`src/rtl/assert_macros.svh`:
```
// ----------------------------------------------------------------------------
// assert_macros.svh
// Clocked assertion helpers for the 2x2 downscaler.
// ----------------------------------------------------------------------------
`ifndef ASSERT_MACROS_SVH
`define ASSERT_MACROS_SVH

// Property checked on every rising edge outside reset.
`define DSB_ASSERT(lbl, prop) \
    lbl: assert property (@(posedge i_clk) disable iff (!i_rst_n) prop) \
        else $error("downscaler assertion failed");

// Expression that must never be true outside reset.
`define DSB_NEVER(lbl, expr) \
    lbl: assert property (@(posedge i_clk) disable iff (!i_rst_n) !(expr)) \
        else $error("downscaler illegal condition");

`endif

```
`src/rtl/dsb_pkg.sv`:
```
// ----------------------------------------------------------------------------
// dsb_pkg
// Shared types and constants of the 2x2 box-average downscaler.
// ----------------------------------------------------------------------------
`timescale 1ns / 1ps

package dsb_pkg;

    localparam int PIX_W     = 8;
    localparam int SUM_W     = 9;
    localparam int TOT_W     = 10;
    localparam int CFG_W     = 13;
    localparam int CFG_IDX_W = 2;
    localparam int ROW_W     = 12;

    localparam logic [CFG_W-1:0] WIDTH_RESET  = 13'd640;
    localparam logic [CFG_W-1:0] HEIGHT_RESET = 13'd480;
    localparam logic [CFG_W-1:0] HEIGHT_LIMIT = 13'd4096;
    localparam logic [CFG_W-1:0] DIM_MIN      = 13'd2;

    localparam logic [CFG_IDX_W-1:0] REG_WIDTH  = 2'd0;
    localparam logic [CFG_IDX_W-1:0] REG_HEIGHT = 2'd1;

    // Per-pixel request from the counter logic to the line buffer / datapath
    typedef struct packed {
        logic wr_en;
        logic emit;
        logic row_end;
        logic frame_end;
    } t_line_req;

endpackage

```
`src/rtl/dsb_ctrl.sv`:
```
// ----------------------------------------------------------------------------
// dsb_ctrl
// Configuration registers, raster counters and held pixel; decides per pixel
// whether the line buffer is written or read and which flags go out.
// ----------------------------------------------------------------------------
`timescale 1ns / 1ps

module dsb_ctrl #(
    parameter int MAX_WIDTH = 4096,
    parameter int CW        = 12,
    parameter int AW        = 11
) (
    input  logic                          i_clk,
    input  logic                          i_rst_n,
    input  logic                          i_cfg_we,
    input  logic [dsb_pkg::CFG_IDX_W-1:0] i_cfg_index,
    input  logic [dsb_pkg::CFG_W-1:0]     i_cfg_data,
    input  logic                          i_accept,
    input  logic [dsb_pkg::PIX_W-1:0]     i_pixel,
    output dsb_pkg::t_line_req            o_req,
    output logic [AW-1:0]                 o_idx,
    output logic [dsb_pkg::SUM_W-1:0]     o_pair_sum
);

    localparam int WW   = CW + 1;
    localparam int CMPW = (WW > dsb_pkg::CFG_W) ? WW : dsb_pkg::CFG_W;
    localparam logic [CMPW-1:0] WMAX = CMPW'(MAX_WIDTH);
    localparam logic [CMPW-1:0] WMIN = CMPW'(2);

    logic [dsb_pkg::CFG_W-1:0] r_width, n_width;
    logic [dsb_pkg::CFG_W-1:0] r_height, n_height;
    logic [CW-1:0]             r_col, n_col;
    logic [dsb_pkg::ROW_W-1:0] r_row, n_row;
    logic [dsb_pkg::PIX_W-1:0] r_held, n_held;

    logic [CMPW-1:0]           w_cmp, w_clamp;
    logic [WW-1:0]             w_eff, pair_w, col_ext, col_inc;
    logic [dsb_pkg::CFG_W-1:0] h_eff, pair_h, row_ext, row_inc;
    logic                      in_pair, last_col;

    always_comb begin
        w_cmp = CMPW'(r_width);
        if (w_cmp < WMIN) begin
            w_clamp = WMIN;
        end else if (w_cmp > WMAX) begin
            w_clamp = WMAX;
        end else begin
            w_clamp = w_cmp;
        end
        w_eff   = w_clamp[WW-1:0];
        pair_w  = {w_eff[WW-1:1], 1'b0};
        col_ext = {1'b0, r_col};
        col_inc = col_ext + WW'(1);

        if (r_height < dsb_pkg::DIM_MIN) begin
            h_eff = dsb_pkg::DIM_MIN;
        end else if (r_height > dsb_pkg::HEIGHT_LIMIT) begin
            h_eff = dsb_pkg::HEIGHT_LIMIT;
        end else begin
            h_eff = r_height;
        end
        pair_h  = {h_eff[dsb_pkg::CFG_W-1:1], 1'b0};
        row_ext = {1'b0, r_row};
        row_inc = row_ext + dsb_pkg::CFG_W'(1);

        in_pair  = r_col[0] && (col_ext < pair_w);
        last_col = (col_ext == pair_w - WW'(1));
    end

    always_comb begin
        o_req.wr_en     = in_pair && !r_row[0];
        o_req.emit      = in_pair && r_row[0] && (row_ext < pair_h);
        o_req.row_end   = last_col;
        o_req.frame_end = last_col && (row_ext == pair_h - dsb_pkg::CFG_W'(1));
        o_idx           = r_col[AW:1];
        o_pair_sum      = {1'b0, r_held} + {1'b0, i_pixel};
    end

    always_comb begin
        n_width  = r_width;
        n_height = r_height;
        if (i_cfg_we) begin
            case (i_cfg_index)
                dsb_pkg::REG_WIDTH:  n_width  = i_cfg_data;
                dsb_pkg::REG_HEIGHT: n_height = i_cfg_data;
                default: ;
            endcase
        end

        n_col  = r_col;
        n_row  = r_row;
        n_held = r_held;
        if (i_accept) begin
            if (!r_col[0]) begin
                n_held = i_pixel;
            end
            if (col_inc >= w_eff) begin
                n_col = '0;
                n_row = (row_inc >= h_eff) ? '0 : row_inc[dsb_pkg::ROW_W-1:0];
            end else begin
                n_col = col_inc[CW-1:0];
            end
        end
    end

    always_ff @(posedge i_clk) begin
        if (!i_rst_n) begin
            r_width  <= dsb_pkg::WIDTH_RESET;
            r_height <= dsb_pkg::HEIGHT_RESET;
            r_col    <= '0;
            r_row    <= '0;
            r_held   <= '0;
        end else begin
            r_width  <= n_width;
            r_height <= n_height;
            r_col    <= n_col;
            r_row    <= n_row;
            r_held   <= n_held;
        end
    end

endmodule

```
`config.mk`:
```
export PLATFORM = sky130hd
export DESIGN_NAME = dsb_ctrl
export DESIGN_NICKNAME = d
export VERILOG_FILES = /design/src/rtl/assert_macros.svh /design/src/rtl/dsb_pkg.sv /design/src/rtl/dsb_ctrl.sv
export SDC_FILE = /design/constraint.sdc
export NUM_CORES = 1
export LEC_CHECK = 0
export BUFFER_PORTS_ARGS = -buffer_cell sky130_fd_sc_hd__buf_2
export CAP_MARGIN = 25
export CORE_ASPECT_RATIO = 1.75
export CORE_MARGIN = 2
export CORE_UTILIZATION = 65
export DETAILED_ROUTE_END_ITERATION = 16
export GPL_ROUTABILITY_DRIVEN = 0
export GPL_TIMING_DRIVEN = 0
export PLACE_DENSITY_LB_ADDON = 0.12
export RECOVER_POWER = 50
export SYNTH_ARGS = -nofsm -noshare
export SYNTH_HDL_FRONTEND = slang
export SYNTH_SLANG_ARGS = --single-unit
```
`constraint.sdc`:
```
create_clock -name i_clk -period 5.2 [get_ports i_clk]
set_clock_uncertainty 0.05 [all_clocks]
set_input_delay 1.04 -clock i_clk [delete_from_list [all_inputs] [get_ports i_clk]]
set_output_delay 1.04 -clock i_clk [all_outputs]
set_load 0.005 [all_outputs]
```
==> metrics.md, run 1 <==
| Metric | Value |
|---|---|
| Outcome | complete, no violations |
| Nets | 797 |
| Number of synthesized flops with an enable pin | 0 |
| GR Overflow Total | 0 |
| I/O pin count | 51 |
| Hold buffers post-CTS | 0 |
| GRT Util Overall | 31.5% |
| Tcrit/Tclk final | 92.1% |
| Root Buffer | clkbuf_16 |
| Relative slew slack | 32.5% |
| H-tree levels | 3 |
| Arr. time, crit path | 3.70 ns |
| Layout cells sized above 1 | 12.6% |
| Detail Placement HPWL | 10.5 mm |
| Routed wire per std cell | 16.7 µm |
| CTS Buf Count | 9 |
| Initial DRT Pass Iterations | 6 |
| Layout Area Growth over Synthesis | 14.0% |
| Initial core utilization | 67.3% |
| Worst Hold Class | reg -> reg |
| Syn. warnings | 0 |
| Final setup viols | 0 |
| Leading area contributor after synthesis | dfxtp_1 |
| TritonCTS clock tree | built |
| Initial antenna violation count | 0 |
| Die ar. | 0.00858 mm² |
| Final hold vios | 0 |
| Power per cell area | 240 mW/mm² |
| RSZ-0062 raised after global routing | false |
| Max-cap check violation count | 0 |
| Final ANT Viol Nets | 0 |
| Max-slew violations | 0 |
| DP Worst Slack | 0.660 ns |
| Setup ws final | 0.411 ns |
| Final Routed Wirelength | 13.4 mm |
| Post-synthesis cell count | 649 |
| Syn_nets | 737 |
| Vias | 4926 |
| Core Region | 0.00757 mm² |
| DIE WIDTH | 70.9 µm |
| Max clock buf depth | 2 |
| #FFs+latches synth | 58 |
| Drt drc | 0 |
| Worst path cell trace | clkbuf_1 -> nor4_2 -> a31oi_1 -> nor2_1 -> inv_1 -> ha_1 -> clkbuf_1 -> xor2_1 -> xnor2_1 -> a2111oi_0 -> nand4_1 -> nor4_2 -> o211a_1 -> buf_2 |
| Vias in the first global route | 4846 |
| Antenna fix cells | 0 |
| Asr flop ratio synth | 0% |
| First-pass GRT wire length | 21.6 mm |
| Worst VDD drop | 0.000238 V |
| Worst Max-Slew Pin Slew | 1.00 ns |
| CTS clock-pin slew for the worst setup and hold paths | 0.06 ns |
| Buffers on Ports | 49 |
| Clk sinks | 58 |
| Clock latency on the worst-skew pair | 0.34 ns |
| Post-synth top area share | 22.8% |
| Main synth FF type | dfxtp_1 |
| Clock period minus worst slack | 4.79 ns |
| Crit path kind | reg -> out |
| Mapped cell area | 0.00509 mm² |
| CP max stage delay | 0.44 ns |
| Largest net degree at the start of global routing | 13 |
| Fin Setup TNS | 0 ns |
| Initial DRC count | 241 |
| Crit path max fanout | 10 |
| Syn Area/Cell | 7.84 µm² |
| Critical path's slowest cell | nor4_2 |
| Fmax | 209 MHz |
| Critical Path RT | 4.11 ns |
| Lkg Pwr | 2.72 nW |
| Commonest non-fill, non-tap cells in the layout | 116 x nand2_1, 60 x ha_1, 58 x dfxtp_1 |
| Sequential share of the synthesized area | 22.8% |
| Yosys cell types | 59 |
| Drt via density | 6.14 |
| Row count | 42 |
| Die Span Y | 121 µm |
| Synth area leaders | dfxtp_1 23%, ha_1 15%, nand2_1 8.6% |
| Worst setup EP type | output pin |
| Startpoint Class | flop |
| Commonest non-fill, non-tap cell in the layout | nand2_1 |
flip-flops by register name (all words and copies together), names as in the netlist:
register  cells
r_height     13
r_width      13
r_col        12
r_row        12
r_held        8
area by class of cell:
class | instances | area, µm²
clock inverter | 7 | 125
sequential | 58 | 1160
buffer | 43 | 214
tap | 88 | 110
timing repair buffer | 49 | 244
inverter | 17 | 63.8
multi-input combinational | 531 | 3660
fill | 579 | 1770
clock buffer | 9 | 225
path summary, 6_finish.rpt:
path / startpoint / to / cells past startpoint / slack [ns]
setup / recovery: r_width[10] / o_req[0] / 14 / 0.41
hold / removal: r_held[3] / r_held[3] / 2 / 0.42
hold reg to reg: r_held[3] / r_held[3] / 2 / 0.42
setup reg to reg: r_col[3] / r_row[3] / 15 / 0.96
per-stage QoR:
step	area, µm²	power [W]	hold slack, ns	util [%]	cells
3_5_place_dp	5450	0.000689	0.414	72.0	786
3_3_place_gp	5450	0.000680	0.404	72.0	786
4_1_cts	5800	0.00140	0.422	76.6	802
2_1_floorplan	5090	0.000624	0.397	-	649
5_1_grt	5800	0.00144	0.451	76.7	802
6_report	5800	0.00139	0.418	76.7	802
timing repair:
action	CTS	global route
gates resized for setup	0	1
setup buffers	0	0
setup endpoints to repair	0	1
cell usage after synthesis, types with 6 or more instances:
cell,n
a22o_1,8
nor2b_1,13
nand4_1,6
nand2b_1,23
and3_1,14
a211oi_1,10
nor2_1,22
a21oi_1,30
a21boi_0,36
nor3_1,6
xnor2_1,25
a21o_1,19
nand3_1,19
o21ai_0,17
nand2_1,116
nor4_1,9
clkbuf_1,28
nand3b_1,7
inv_1,16
ha_1,60
buf_4,12
xor2_1,18
o21a_1,11
dfxtp_1,58
critical path, delay by kind of cell (launching register included):
family	cells	cell delay, ns
AND/OR/NAND/NOR	4	1.21
buffers and inverters	4	0.64
AO/OA/AOI/OAI	3	0.63
XOR/XNOR	2	0.35
flip-flops	1	0.30
adder cells (fa/ha/maj)	1	0.22
power breakdown:
| group | leakage, nW | internal, W | switching, W |
|---|---|---|---|
| registers | 0.471 | 0.000458 | 0.0000149 |
| logic | 2.08 | 0.0000916 | 0.000121 |
| clock network | 0.171 | 0.000473 | 0.000232 |
| total | 2.72 | 0.00102 | 0.000368 |
cell families (layout without fill, tap and decap cells):
kind of cell | after synthesis | in the layout | share of synthesized area (%)
multiplexers | 6 | 6 | 1.20
AND/OR/NAND/NOR | 262 | 262 | 25.8
AO/OA/AOI/OAI | 159 | 159 | 22.2
buffers and inverters | 60 | 125 | 5.46
XOR/XNOR | 43 | 43 | 7.40
flip-flops | 58 | 58 | 22.8
adder cells (fa/ha/maj) | 61 | 61 | 15.1
layer usage:
layer  vias up  track usage, %  part of all wire, %
li1       2426               -                    -
met1      2282            30.2                   36
met2       164            61.6                   55
met3        54            5.65                  3.8
met4         0            16.2                  4.8
met5         -               0                    0
Note: power is estimated with default switching activity, not from simulation.
==> inputs of run 2 (changes only) <==
- ABC_AREA: default -> 1
- SETUP_SLACK_MARGIN: default -> 0.02
==> run 2 against run 1 <==
Compared with the run above: sequential cell count stayed put; combinational power is 34% higher; fmax is 15% higher; critical path type unchanged; largest cell class unchanged; largest power group unchanged.
==> metrics.md, run 2 <==
| Metric | Value |
|---|---|
| Outcome | complete, no violations |
| Worst Hold Class | reg -> reg |
| Crit path kind | reg -> out |
| XOR/XNOR Fraction of Synth Area | 5.64% (-1.8 points) |
| Reg2Reg Capture Point | r_row[10] |
| Main synth FF type | dfxtp_1 |
| Startpoint Class | flop |
| Detail Placement HPWL | 11.8 mm (+12%) |
| Grt peak-use layer | met2 |
| Vias in the first global route | 5506 (+14%) |
| Met2 GRT Util | 70.7% (+9.0 points) |
| Synth Area in Simple Gates | 31.5% (+5.8 points) |
| Mapped cell area | 0.00497 mm² (-2.3%) |
| Top-count cell post-synth | nand2_1 |
| Largest net degree at the start of global routing | 13 (unchanged) |
| Buffers on Ports | 49 (unchanged) |
| Worst path cell trace | inv_1 -> nand3_1 -> nor2_1 -> nand2_2 -> nand2_4 -> buf_4 -> nand2_1 -> ha_1 -> buf_2 -> inv_1 -> nand3_1 -> nand3_1 -> nand2_1 -> nor2_1 -> nand3_1 -> nor2_1 -> nand3_1 -> inv_1 -> buf_4 -> buf_2 |
| Drt drc | 0 (unchanged) |
| Initial core utilization | 66.2% (-1.1 points) |
| I/O pin count | 51 (unchanged) |
| Number of synthesized flops with an enable pin | 0 (unchanged) |
| Die Span Y | 120 µm (-1.1%) |
| Root Buffer | clkbuf_16 |
| Top flop regs | r_height: 13 flops, r_width: 13 flops |
| Arr. time, crit path | 3.07 ns (-0.63 ns) |
| Syn. warnings | 0 (unchanged) |
| Layout cells sized above 1 | 10.8% (-1.8 points) |
| Fmax | 240 MHz (+15%) |
| Initial DRC count | 401 (+66%) |
| Mux share of post-synthesis cell area | 0% (-1.2 points) |
| Max-cap check violation count | 0 (unchanged) |
| CTS Buf Count | 9 (unchanged) |
| RSZ-0062 raised after global routing | false |
| Drt via density | 6.06 (-1.3%) |
| Crit path max fanout | 10 (unchanged) |
| Final hold vios | 0 (unchanged) |
| Die ar. | 0.00839 mm² (-2.2%) |
| Commonest non-fill, non-tap cells in the layout | 162 x nand2_1, 126 x nor2_1, 75 x inv_1 |
| Synth cell count leaders | 162 x nand2_1, 126 x nor2_1, 75 x inv_1 |
| Row count | 42 (unchanged) |
| Antenna fix cells | 0 (unchanged) |
| # Post-CTS Setup Buffers | 0 (unchanged) |
| Final ANT Viol Nets | 0 (unchanged) |
| Lkg Pwr | 2.85 nW (+4.7%) |
| Worst Max-Slew Pin Slew | 0.642 ns (-0.361 ns) |
| Post-synth top area share | 23.4% (+0.55 points) |
| Hold buffers post-CTS | 0 (unchanged) |
| Critical path's slowest cell | dfxtp_1 |
| Clk sinks | 58 (unchanged) |
| Clock latency on the worst-skew pair | 0.33 ns (about the same) |
| Relative slew slack | 56.6% (+24 points) |
| Final setup viols | 0 (unchanged) |
| First-pass GRT wire length | 24.4 mm (+13%) |
| Hold Path Cell Cnt | 2 (unchanged) |
| Critical Path RT | 4.11 ns (about the same) |
| Vias | 5566 (+13%) |
| Largest family of logic cells by synthesized area | simple AND/OR/NAND/NOR gates |
| GR Util met3 | 4.62% (-1.0 points) |
| Sequential share of the synthesized area | 23.4% (+0.55 points) |
| Tcrit/Tclk final | 80.0% (-12 points) |
| GRT Util Overall | 36.6% (+5.1 points) |
| Flop2flop setup slack | 1.15 ns (+0.19 ns) |
| Worst setup EP type | output pin |
| Worst Path Buf+Inv | 7 (+3) |
| Min-delay src | r_height[0] |
| Leading area contributor after synthesis | dfxtp_1 |
| Final Routed Wirelength | 15.0 mm (+12%) |
| Crit path max-delay family | simple AND/OR/NAND/NOR gates |
| Synth area leaders | dfxtp_1 23%, ha_1 15%, nand2_1 12% |
| Routed wire per std cell | 16.4 µm (-1.9%) |
| Syn Area/Cell | 6.50 µm² (-17%) |
| Nets | 913 (+15%) |
| Top cell by count, worst path | nand3_1 |
| Max-slew violations | 0 (unchanged) |
| Cts repair resizes | 0 (unchanged) |
| Cell count of the worst reg-to-reg path | 17 (+2) |
| Layout Area Growth over Synthesis | 13.7% |
| Hold slack | 0.432 ns (+0.0142 ns) |
| Synth Area in Compound Gates | 14.6% (-7.6 points) |
| Commonest non-fill, non-tap cell in the layout | nand2_1 |
| H-tree levels | 3 (unchanged) |
| Layout fillers | 666 (+15%) |
| Synth Area in Adders | 15.5% (+0.36 points) |
| Worst VDD drop | 0.000234 V (-1.6%) |
| Setup ws final | 1.04 ns (+0.628 ns) |
| GR Layer Usage met1 | 32.3% (+2.1 points) |
| Max clock buf depth | 2 (unchanged) |
| Fin Setup TNS | 0 ns (unchanged) |
| Yosys cell types | 38 (-36%) |
| GR Overflow Total | 0 (unchanged) |
| CTS clock-pin slew for the worst setup and hold paths | 0.05 ns (about the same) |
| Worst setup path startpoint | r_width[3] |
| Reg2Reg Launch Point | r_col[0] |
| Clock period minus worst slack | 4.16 ns (-0.628 ns) |
| Post-synthesis cell count | 765 (+18%) |
| DP Worst Slack | 1.23 ns (+0.569 ns) |
| TritonCTS clock tree | built |
| Initial DRT Pass Iterations | 5 (-1) |
| Syn_nets | 853 (+16%) |
| CP max stage delay | 0.38 ns (-0.06 ns) |
| Asr flop ratio synth | 0% (unchanged) |
| Initial antenna violation count | 0 (unchanged) |
| Worst Hold End | r_height[0] |
| DIE WIDTH | 70.1 µm (-1.1%) |
| #FFs+latches synth | 58 (unchanged) |
| Power per cell area | 251 mW/mm² (+4.6%) |
| Core Region | 0.00751 mm² (-0.69%) |
[run 2: changes by cell type after synthesis, moves of 14 or more]
cell	before	now
a21boi_0	36	0
a21o_1	19	2
a21oi_1	30	47
and3_1	14	0
clkbuf_1	28	12
inv_1	16	75
nand2_1	116	162
nand2b_1	23	0
nand3_1	19	55
nor2_1	22	126
o21ai_0	17	57
xnor2_1	25	3
[run 2: worst min-delay path, cell delays in order (launching register included)]
cell and delay, ns:
dfxtp_1 0.30, inv_1 0.07, a21oi_1 0.06
[run 2: layout make-up]
cell class | count | area, µm² | share of cell area, %
repair buffers | 49 | 245 | 4.34
well taps | 88 | 110 | 1.95
plain buffers | 30 | 176 | 3.12
clock inverters | 7 | 101 | 1.79
multi-input cells | 600 | 3340 | 59.2
clock buffers | 9 | 225 | 3.98
flip-flops and latches | 58 | 1160 | 20.5
inverters | 77 | 289 | 5.11
[run 2: worst max-delay path by stage]
stage                               end  slack (ns)  cells past startpoint
final                          o_req[1]        1.04                     20
after global routing          r_row[10]        0.80                     17
after CTS                      o_req[1]        1.08                     20
after detailed placement       r_row[6]        1.23                     17
after global placement        r_row[10]        1.33                     17
after floorplan           o_pair_sum[7]        1.71                     10
[run 2: cells by family (layout without fill, tap and decap cells)]
kind of cell,count (synthesis),in the layout
flip-flops,58,58
adder cells (fa/ha/maj),61,61
AO/OA/AOI/OAI,130,130
XOR/XNOR,32,32
AND/OR/NAND/NOR,377,377
buffers and inverters,107,172
[run 2: where the power goes]
group	internal, W	switching, W
Sequential	0.000463	0.0000238
Combinational	0.000106	0.000178
Clock	0.000422	0.000223
Total	0.000992	0.000425
[run 2: metrics by stage]
stage	area (µm²)	utilization (%)	instances	total power (W)
after floorplan	4970	-	765	0.000682
after global placement	5330	70.9	902	0.000756
after detailed placement	5330	70.9	902	0.000770
after CTS	5650	75.2	918	0.00141
after global routing	5650	75.2	918	0.00147
final	5650	75.2	918	0.00142
[run 2: metal layers]
metal | up-vias | wire [µm]
met5 | - | 0
met4 | 0 | 1330
met3 | 103 | 504
met2 | 229 | 8310
met1 | 2583 | 4900
li1 | 2651 | -
==> inputs of run 3 (changes only) <==
- CORE_UTILIZATION: 65 -> 60
- clock period: 5.2 -> 4.35 ns (I/O delays scaled with it)
==> run 3 against run 2 <==
Compared with the run above: combinational power increased by 17%; critical path depth decreased by 3; final cell count increased by 0.44%; highest routed layer unchanged; sequential cell count unchanged; global-route usage decreased by 3.5 points; largest cell class unchanged; worst setup slack got worse by 0.66 ns; sequential power increased by 20%; register-to-register slack got worse by 0.69 ns; die area increased by 8.0%; critical path type unchanged; via count decreased by 3.2%; critical endpoint unchanged.
==> metrics.md, run 3 (synthesis gave the netlist of run 2 again) <==
| Metric | Value |
|---|---|
| Crit path kind | reg -> out |
| Max-slew violations | 0 (unchanged) |
| RSZ-0062 raised after global routing | false |
| Commonest non-fill, non-tap cell in the layout | nand2_1 |
| I/O pin count | 51 (unchanged) |
| TritonCTS clock tree | built |
| Register Area | 0.00116 mm² (unchanged) |
| First-pass GRT wire length | 23.5 mm (-3.9%) |
| Die ar. | 0.00906 mm² (+8.0%) |
| Hold buffers post-CTS | 0 (unchanged) |
| Clk sinks | 58 (unchanged) |
| GRT Util Overall | 33.1% (-3.5 points) |
| Layout Area Growth over Synthesis | 13.5% |
| Flop2flop setup slack | 0.46 ns (-0.69 ns) |
| Top flop regs | r_height: 13 flops, r_width: 13 flops |
| Tcrit/Tclk final | 91.4% |
| Initial core utilization | 61.0% (-5.1 points) |
| Core Region | 0.00815 mm² (+8.4%) |
| Fin Setup TNS | 0 ns (unchanged) |
| Reg2Reg Capture Point | r_row[9] |
| Layout fillers | 773 (+16%) |
| Vias in the first global route | 5351 (-2.8%) |
| Arr. time, crit path | 3.05 ns (-0.02 ns) |
| Cts repair resizes | 0 (unchanged) |
| Max clock buf depth | 2 (unchanged) |
| CTS Buf Count | 9 (unchanged) |
| Outcome | complete, no violations |
| Worst VDD drop | 0.000181 V (-22%) |
| Row count | 44 (+4.8%) |
| Worst Hold Class | reg -> reg |
| Initial DRC count | 282 (-30%) |
| Root Buffer | clkbuf_16 |
| Worst setup EP type | output pin |
| Clock latency on the worst-skew pair | 0.33 ns (about the same) |
| Drt via density | 5.84 (-3.7%) |
| Worst Hold End | r_height[0] |
| Critical Path RT | 3.43 ns (-0.68 ns) |
| Final ANT Viol Nets | 0 (unchanged) |
| Reg2Reg Launch Point | r_col[0] |
| DIE WIDTH | 72.8 µm (+3.9%) |
| Fin util | 69.2% (-6.0 points) |
| Nets | 913 (unchanged) |
| GR Overflow Total | 0 (unchanged) |
| Initial antenna violation count | 0 (unchanged) |
| Final hold vios | 0 (unchanged) |
| Power per cell area | 294 mW/mm² (+17%) |
| Lkg Pwr | 2.85 nW (about the same) |
| Crit path max fanout | 10 (unchanged) |
| Hold Path Cell Cnt | 2 (unchanged) |
| Fmax | 252 MHz |
| Routed wire per std cell | 15.6 µm (-4.8%) |
| H-tree levels | 3 (unchanged) |
| Cell count of the worst reg-to-reg path | 17 (unchanged) |
| Largest net degree at the start of global routing | 11 (-2) |
| Max-cap check violation count | 0 (unchanged) |
| Clock period minus worst slack | 3.97 ns |
| Drt drc | 0 (unchanged) |
| Final setup viols | 0 (unchanged) |
| Final Routed Wirelength | 14.4 mm (-4.3%) |
| Antenna fix cells | 0 (unchanged) |
| CTS clock-pin slew for the worst setup and hold paths | 0.05 ns (about the same) |
| Detail Placement HPWL | 11.5 mm (-2.4%) |
| Startpoint Class | flop |
| # Post-CTS Setup Buffers | 0 (unchanged) |
| Relative slew slack | 58.5% (+1.9 points) |
| Vias | 5386 (-3.2%) |
| Min-delay src | r_height[0] |
| Layout cells sized above 1 | 10.5% (-0.36 points) |
| Multi-input logic area | 0.00334 mm² (unchanged) |
| Initial DRT Pass Iterations | 5 (unchanged) |
| Die Span Y | 124 µm (+3.9%) |
| Worst Max-Slew Pin Slew | 0.615 ns (-0.0276 ns) |
| Buffers on Ports | 49 (unchanged) |
| Commonest non-fill, non-tap cells in the layout | 162 x nand2_1, 126 x nor2_1, 75 x inv_1 |
[run 3: cell count changes in the layout (fill, tap and decap cells not counted), sizes merged]
| cell | previous run | this run |
|---|---|---|
| clkinv | 3 | 4 |
| buf | 56 | 59 |
| clkinvlp | 2 | 0 |
| inv | 77 | 76 |
| clkbuf | 32 | 31 |
[run 3: area by class of cell]
class                      instances  share of cell area [%]
multi-input combinational        600                    59.3
sequential                        58                    20.6
inverter                          77                    5.12
timing repair buffer              49                    4.32
clock buffer                      11                    4.13
buffer                            30                    3.13
tap                               92                    2.04
clock inverter                     5                    1.40
[run 3: worst max-delay path by stage]
stage                          start       endpoint  slack, ns
after detailed placement    r_col[0]       r_row[9]       0.51
final                     r_width[3]       o_req[1]       0.38
after floorplan           i_pixel[2]  o_pair_sum[7]       1.20
after CTS                 r_width[3]       o_req[1]       0.43
after global placement      r_col[0]       r_row[8]       0.56
after global routing        r_col[0]       r_row[8]       0.11
[run 3: per-stage QoR]
step / worst slack (ns) / cells / hold WS [ns] / area [µm²] / power, W
after floorplan: 1.20 / 765 / 0.394 / 4970 / 0.000815
after global placement: 0.559 / 906 / 0.405 / 5330 / 0.000905
after detailed placement: 0.506 / 906 / 0.411 / 5330 / 0.000917
after CTS: 0.429 / 922 / 0.419 / 5640 / 0.00166
after global routing: 0.108 / 922 / 0.456 / 5640 / 0.00174
final: 0.375 / 922 / 0.419 / 5640 / 0.00166
[run 3: per-layer routing]
layer	part of all wire, %	GRT usage (%)
met3	3.0	3.96
met2	56	63.5
met4	6.6	22.5
met1	34	30.0
met5	0	0
[run 3: critical path, stage by stage, from the launching register on]
cell and delay, ns:
dfxtp_1 0.49, inv_1 0.10, nand3_1 0.14, nor2_1 0.07
nand2_2 0.07, nand2_4 0.10, buf_6 0.17, a21oi_2 0.29
ha_1 0.19, buf_2 0.17, nand2_1 0.12, nor2_1 0.12
nand2_1 0.07, xor2_1 0.21, nand3_1 0.14, inv_1 0.08
buf_4 0.09, buf_2 0.09
[run 3: power by group]
part / leakage [nW] / internal [W] / switching (W) / total [W]
Sequential: 0.473 / 0.000555 / 0.0000278 / 0.000582
Clock: 0.153 / 0.000500 / 0.000245 / 0.000745
Combinational: 2.23 / 0.000126 / 0.000205 / 0.000331
